### src/rtl/core/erv3_pkg.sv
package erv3_pkg;

  // Width of a sine or cosine magnitude in Q2.30 (1.0 is 2^30).
  localparam int unsigned TrigMagBits = 31;

  // One point zero in Q2.30.
  localparam logic [30:0] OneQ30 = 31'h4000_0000;

  // Fractional part of pi/2 in Q32; the integer part is one.
  localparam logic [31:0] PiHalfFrac = 32'h921F_B544;

  // Number of series steps: four sine terms, then five cosine terms.
  localparam logic [3:0] LastStep = 4'd8;
  localparam logic [3:0] LastSinStep = 4'd3;

  // Sine and cosine of one angle, in sign and magnitude form.
  typedef struct packed {
    logic        s_neg;
    logic [30:0] s_mag;
    logic        c_neg;
    logic [30:0] c_mag;
  } trig_t;

  // Sequencer states of the trig engine.
  typedef enum logic [3:0] {
    TS_IDLE,
    TS_TMUL,
    TS_TSET,
    TS_TSQR,
    TS_T2SET,
    TS_TERM,
    TS_QUOT,
    TS_RECIP,
    TS_ACC,
    TS_DONE
  } trig_state_e;

  // Register indexes of the configuration port.
  typedef enum logic [1:0] {
    REG_ANGLE_X = 2'd0,
    REG_ANGLE_Y = 2'd1,
    REG_ANGLE_Z = 2'd2,
    REG_NONE    = 2'd3
  } reg_idx_e;

  // Rounded-up reciprocal of the integer factor that divides the series term
  // of each step. With the matching shift below, the quotient is exact for
  // every numerator below 2^30.
  function automatic logic [31:0] step_recip(input logic [3:0] step);
    logic [31:0] m;
    case (step)
      4'd0:    m = 32'd1431655766;  // 1/6
      4'd1:    m = 32'd1717986919;  // 1/20
      4'd2:    m = 32'd1636178018;  // 1/42
      4'd3:    m = 32'd1908874354;  // 1/72
      4'd4:    m = 32'd1073741824;  // 1/2
      4'd5:    m = 32'd1431655766;  // 1/12
      4'd6:    m = 32'd1145324613;  // 1/30
      4'd7:    m = 32'd1227133514;  // 1/56
      4'd8:    m = 32'd1527099484;  // 1/90
      default: m = 32'd0;
    endcase
    return m;
  endfunction

  // Right shift that goes with each reciprocal.
  function automatic logic [5:0] step_shift(input logic [3:0] step);
    logic [5:0] s;
    case (step)
      4'd0:    s = 6'd33;
      4'd1:    s = 6'd35;
      4'd2:    s = 6'd36;
      4'd3:    s = 6'd37;
      4'd4:    s = 6'd31;
      4'd5:    s = 6'd34;
      4'd6:    s = 6'd35;
      4'd7:    s = 6'd36;
      4'd8:    s = 6'd37;
      default: s = 6'd31;
    endcase
    return s;
  endfunction

endpackage

### src/rtl/core/erv3_trig_engine.sv
module erv3_trig_engine import erv3_pkg::*; #(
  parameter int ANGLE_BITS = 16
) (
  input  logic        clk_i,
  input  logic        rst_ni,
  input  logic        start_i,
  input  logic [15:0] angle_i,
  output logic        busy_o,
  output logic        done_o,
  output trig_t       trig_o
);

  localparam logic [31:0] AngleMask =
      (ANGLE_BITS >= 32) ? 32'hFFFF_FFFF : 32'((64'd1 << ANGLE_BITS) - 64'd1);
  localparam int PhaseShift = 32 - ANGLE_BITS;

  trig_state_e state_q, state_d;
  logic [29:0] r_q, r_d;
  logic [1:0]  quad_q, quad_d;
  logic        swap_q, swap_d;
  logic [30:0] t_q, t_d;
  logic [30:0] t2_q, t2_d;
  logic [30:0] term_q, term_d;
  logic [30:0] num_q, num_d;
  logic [3:0]  k_q, k_d;
  logic signed [32:0] ss_q, ss_d, cc_q, cc_d;
  logic [63:0] prod_q;
  logic [31:0] mul_a, mul_b;

  logic [31:0] phase;
  logic [29:0] r_raw;
  logic [30:0] quot;
  logic [63:0] t_round;
  logic [63:0] q30_round;
  logic [30:0] ss_clip, cc_clip, s_m, c_m;

  // Phase split into quadrant and mirrored position within it.
  assign phase   = (32'(angle_i) & AngleMask) << PhaseShift;
  assign r_raw   = phase[29:0];
  assign quot    = 31'(prod_q >> step_shift(k_q));
  assign t_round   = prod_q + 64'h8000_0000;
  assign q30_round = prod_q + 64'h2000_0000;

  // Next state.
  always_comb begin
    state_d = state_q;
    case (state_q)
      TS_IDLE:  if (start_i) state_d = TS_TMUL;
      TS_TMUL:  state_d = TS_TSET;
      TS_TSET:  state_d = TS_TSQR;
      TS_TSQR:  state_d = TS_T2SET;
      TS_T2SET: state_d = TS_TERM;
      TS_TERM:  state_d = TS_QUOT;
      TS_QUOT:  state_d = TS_RECIP;
      TS_RECIP: state_d = TS_ACC;
      TS_ACC:   state_d = (k_q == LastStep) ? TS_DONE : TS_TERM;
      TS_DONE:  state_d = TS_IDLE;
      default:  state_d = TS_IDLE;
    endcase
  end

  // Datapath: one shared multiplier, used for the series products and for
  // the reciprocal multiplication that divides each term by its factor.
  always_comb begin
    r_d = r_q; quad_d = quad_q; swap_d = swap_q; t_d = t_q; t2_d = t2_q;
    term_d = term_q; num_d = num_q; k_d = k_q;
    ss_d = ss_q; cc_d = cc_q;
    mul_a = 32'(term_q);
    mul_b = 32'(t2_q);
    case (state_q)
      TS_IDLE: begin
        quad_d = phase[31:30];
        swap_d = r_raw > 30'h2000_0000;
        r_d    = swap_d ? 30'(31'h4000_0000 - {1'b0, r_raw}) : r_raw;
      end
      TS_TMUL: begin
        mul_a = 32'(r_q);
        mul_b = PiHalfFrac;
      end
      TS_TSET: t_d = 31'(r_q) + 31'(t_round[63:32]);
      TS_TSQR: begin
        mul_a = 32'(t_q);
        mul_b = 32'(t_q);
      end
      TS_T2SET: begin
        t2_d   = 31'(q30_round[63:30]);
        term_d = t_q;
        ss_d   = 33'(t_q);
        cc_d   = 33'(OneQ30);
        k_d    = 4'd0;
      end
      TS_QUOT: num_d = 31'(q30_round[63:30]);
      TS_RECIP: begin
        mul_a = 32'(num_q);
        mul_b = step_recip(k_q);
      end
      TS_ACC: begin
        // Even steps subtract their term in both series.
        if (k_q <= LastSinStep) begin
          ss_d = k_q[0] ? ss_q + 33'(quot) : ss_q - 33'(quot);
        end else begin
          cc_d = k_q[0] ? cc_q + 33'(quot) : cc_q - 33'(quot);
        end
        term_d = (k_q == LastSinStep) ? OneQ30 : quot;
        k_d    = k_q + 4'd1;
      end
      default: ;
    endcase
  end

  // Quadrant fold of the clipped series results.
  always_comb begin
    ss_clip = ss_q[32] ? 31'd0 : ss_q[30:0];
    cc_clip = cc_q[32] ? 31'd0 : cc_q[30:0];
    s_m = swap_q ? cc_clip : ss_clip;
    c_m = swap_q ? ss_clip : cc_clip;
    case (quad_q)
      2'd0:    trig_o = '{s_neg: 1'b0, s_mag: s_m, c_neg: 1'b0, c_mag: c_m};
      2'd1:    trig_o = '{s_neg: 1'b0, s_mag: c_m, c_neg: 1'b1, c_mag: s_m};
      2'd2:    trig_o = '{s_neg: 1'b1, s_mag: s_m, c_neg: 1'b1, c_mag: c_m};
      default: trig_o = '{s_neg: 1'b1, s_mag: c_m, c_neg: 1'b0, c_mag: s_m};
    endcase
  end

  assign busy_o = state_q != TS_IDLE;
  assign done_o = state_q == TS_DONE;

  always_ff @(posedge clk_i or negedge rst_ni) begin
    if (!rst_ni) begin
      state_q <= TS_IDLE;
    end else begin
      state_q <= state_d;
    end
  end

  always_ff @(posedge clk_i) begin
    r_q <= r_d; quad_q <= quad_d; swap_q <= swap_d; t_q <= t_d; t2_q <= t2_d;
    term_q <= term_d; num_q <= num_d; k_q <= k_d;
    ss_q <= ss_d; cc_q <= cc_d;
    prod_q <= 64'(mul_a) * 64'(mul_b);
  end

endmodule

### config.mk
export PLATFORM = sky130hd
export DESIGN_NAME = erv3_trig_engine
export DESIGN_NICKNAME = d
export VERILOG_FILES = /design/src/rtl/core/erv3_pkg.sv /design/src/rtl/core/erv3_trig_engine.sv
export SDC_FILE = /design/constraint.sdc
export NUM_CORES = 2
export LEC_CHECK = 0
export BUFFER_PORTS_ARGS = -buffer_cell sky130_fd_sc_hd__buf_2
export CORE_UTILIZATION = 61
export DETAILED_ROUTE_END_ITERATION = 16
export GPL_TIMING_DRIVEN = 1
export PLACE_DENSITY = 0.78
export REMOVE_ABC_BUFFERS = 1
export SLEW_MARGIN = 20
export SYNTH_ARGS = -nofsm -noshare
export SYNTH_HDL_FRONTEND = slang
export SYNTH_SLANG_ARGS = --single-unit
### constraint.sdc
create_clock -name clk_i -period 19.9 [get_ports clk_i]
set_input_delay 0.995 -clock clk_i [delete_from_list [all_inputs] [get_ports clk_i]]
set_output_delay 0.995 -clock clk_i [all_outputs]
set_load 0.01 [all_outputs]
==> metrics.cfg <==
[outcome]
run_status = complete, no violations

[cells_and_area]
drive_gt1_share_pct = 7.00
fin_area_um2 = 54100
num-nets-final = 6816
area_growth_pct = 5.52

[critical_path]
cp_common_cell = fa_1
cp_slowest_cell = dfrtp_1
worstSetupPathType = flop to flop
critPathBufInv = 4
cp-start-kind = flop
crit_path_max_incr_delay_ns = 1.08
required_ns = 20.33
worst_path_dominant_cell_family = adder cells
cp_max_fo = 63
end_kind = flop
arrival_ns = 11.83

[place]
preCtsSetupSlack_ns = 8.86
globalplace.congestion = 1.03
hpwl_mm = 130
numPortBuffers = 84
postPlaceCellArea_um2 = 52800

[synth]
synth-async-reset-ratio_pct = 1.34
synth_cell_types = 88
ys_warn_count = 0
synth.most_common_cell = inv_1
syn_area_um2 = 51300
synth_top_area_cell = fa_1
synthTopCellsByArea = fa_1 34%, edfxtp_1 12%, ha_1 8.7%, inv_1 6.6%, nand2_1 5.8%
synth-edff-count = 211
synth_area_per_cell_um2 = 9.08
yosys_most_used_dff = edfxtp_1
syn_inst = 5644
yosysSeqAreaShare_pct = 15.8
yosysTopAreaCellShare_pct = 34.0
ys_ff_latch = 298
netlist_top_cells_count = 906 x inv_1, 870 x fa_1, 798 x nand2_1

[floorplanning]
die_x_um = 292
io_pins = 85
start_util_pct = 62.0
die_height_um = 292
dieArea_um2 = 85200
fp.coreArea_um2 = 82600
rows = 105

[sta]
drv_slew = 0
finalCritPeriodShare_pct = 57.3
finalClockSkew_ns = 0.0261
fin_crit_ns = 11.40
hold_violations = 0
holdWs_ns = 0.239
slew_headroom_pct = 16.0
worst_slew_pin_slew_ns = 1.26
max_freq_mhz = 87.7
rsz0062_at_grt = false
worst_slack_ns = 8.50
finalSetupTns_ns = 0
setup_viol = 0

[drt]
wire_per_inst_um = 24.9
drt-total-wl_mm = 166
vias = 42184
firstDrtPassIters = 12
drc = 0
ant_nets = 0
vias_per_cell = 6.33
drt_iter0_markers = 4568

[global_routing]
grt_start_max_net_pins = 70
grt_pass1_vias = 43180
track_usage_pct = 39.9
antenna_found_initial = 5
grt_overflow = 0
grt_pass1_wl_mm = 255

[clocking]
htree_levels = 2
tritoncts = built
cts_made_buffers = 35
clk_pin_slew_worst_paths_ns = 0.06
cts_buffer_depth = 3
ctsResizeCount = 0
hold_buffers = 0
cts-root-buf = clkbuf_16
cts_num_sinks = 298
post_cts_buffers = 0
insertion_delay_ns = 0.55

[min_path]
hold_path_class = input port to async pin

[flow_run]
drv_cap = 0

[sequential cells by signal, summed over array words and instances, names as in the netlist, named ones only]
| name | flops |
|---|---|
| state_q | 4 |
| term_q | 31 |
| ss_q | 33 |
| swap_q | 1 |
| r_q | 14 |
| quad_q | 2 |
| t_q | 31 |
| t2_q | 31 |
| num_q | 31 |
| prod_q | 64 |
| k_q | 4 |
| cc_q | 33 |
[cells by family (layout without fill, tap and decap cells)]
logic type / Yosys count / count (layout) / synth area share (%)
buffers and inverters: 1223 / 1160 / 9.12
AO/OA/AOI/OAI: 758 / 758 / 9.81
XOR/XNOR: 228 / 228 / 3.90
multiplexers: 118 / 118 / 3.77
flip-flops: 298 / 298 / 15.8
other: 2 / 20 / 0.0146
adder cells (fa/ha/maj): 1227 / 1227 / 42.7
AND/OR/NAND/NOR: 1790 / 1790 / 14.9
[routing by layer]
| metal | vias up | track usage [%] | routed length (um) |
|---|---|---|---|
| li1 | 17902 | - | - |
| met1 | 21076 | 52.0 | 61300 |
| met2 | 2618 | 61.0 | 73100 |
| met3 | 584 | 9.28 | 19600 |
| met4 | 4 | 23.5 | 12300 |
| met5 | - | 0 | 29 |
[path summary, 6_finish.rpt]
check	from	endpoint	slack, ns	depth (start not counted)
hold / removal	rst_ni	state_q[2]	0.24	1
hold reg to reg	t_q[24]	term_q[24]	0.66	2
max in group asynchronous	rst_ni	state_q[1]	19.53	1
setup / recovery	state_q[2]	prod_q[63]	8.50	30
min in group clk_i	angle_i[15]	quad_q[1]	0.63	1
setup reg to reg	state_q[2]	prod_q[63]	8.50	30
[metrics by stage]
stage / cells / utilization [%]
3_5_place_dp: 6601 / 63.9
4_1_cts: 6665 / 65.4
6_report: 6669 / 65.5
5_1_grt: 6667 / 65.5
3_3_place_gp: 6601 / 63.9
2_1_floorplan: 5346 / -
[cell usage in the layout, fill, tap and decap left out, drive strengths merged, types with 22 or more instances in the layout]
cell type and instances:
edfxtp 211, o21bai 26, mux2 28, mux4 55
a21o 82, nand2b 84, buf 187, dfxtp 83
inv 912, and3 38, a22oi 25, a221oi 27
o21ai 135, fa 870, a221o 22, a21oi 174
nand3 77, a31oi 29, nor2 595, o22ai 83
nand2 798, nor3 42, o21a 26, xnor2 156
clkbuf 50, and2 48, nand4 32, mux2i 35
xor2 72, ha 357
[layout make-up]
type | instances | area, um^2
Multi-Input combinational cell | 4139 | 38800
Sequential cell | 298 | 8100
Clock buffer | 50 | 1050
Timing Repair Buffer | 187 | 1230
Fill cell | 6684 | 28500
Antenna cell | 2 | 5.00
Inverter | 909 | 3410
Tap cell | 1070 | 1340
Clock inverter | 14 | 145
Power is not shown: default switching activity piles up to over one toggle a cycle in this logic, so the estimate is an artifact.
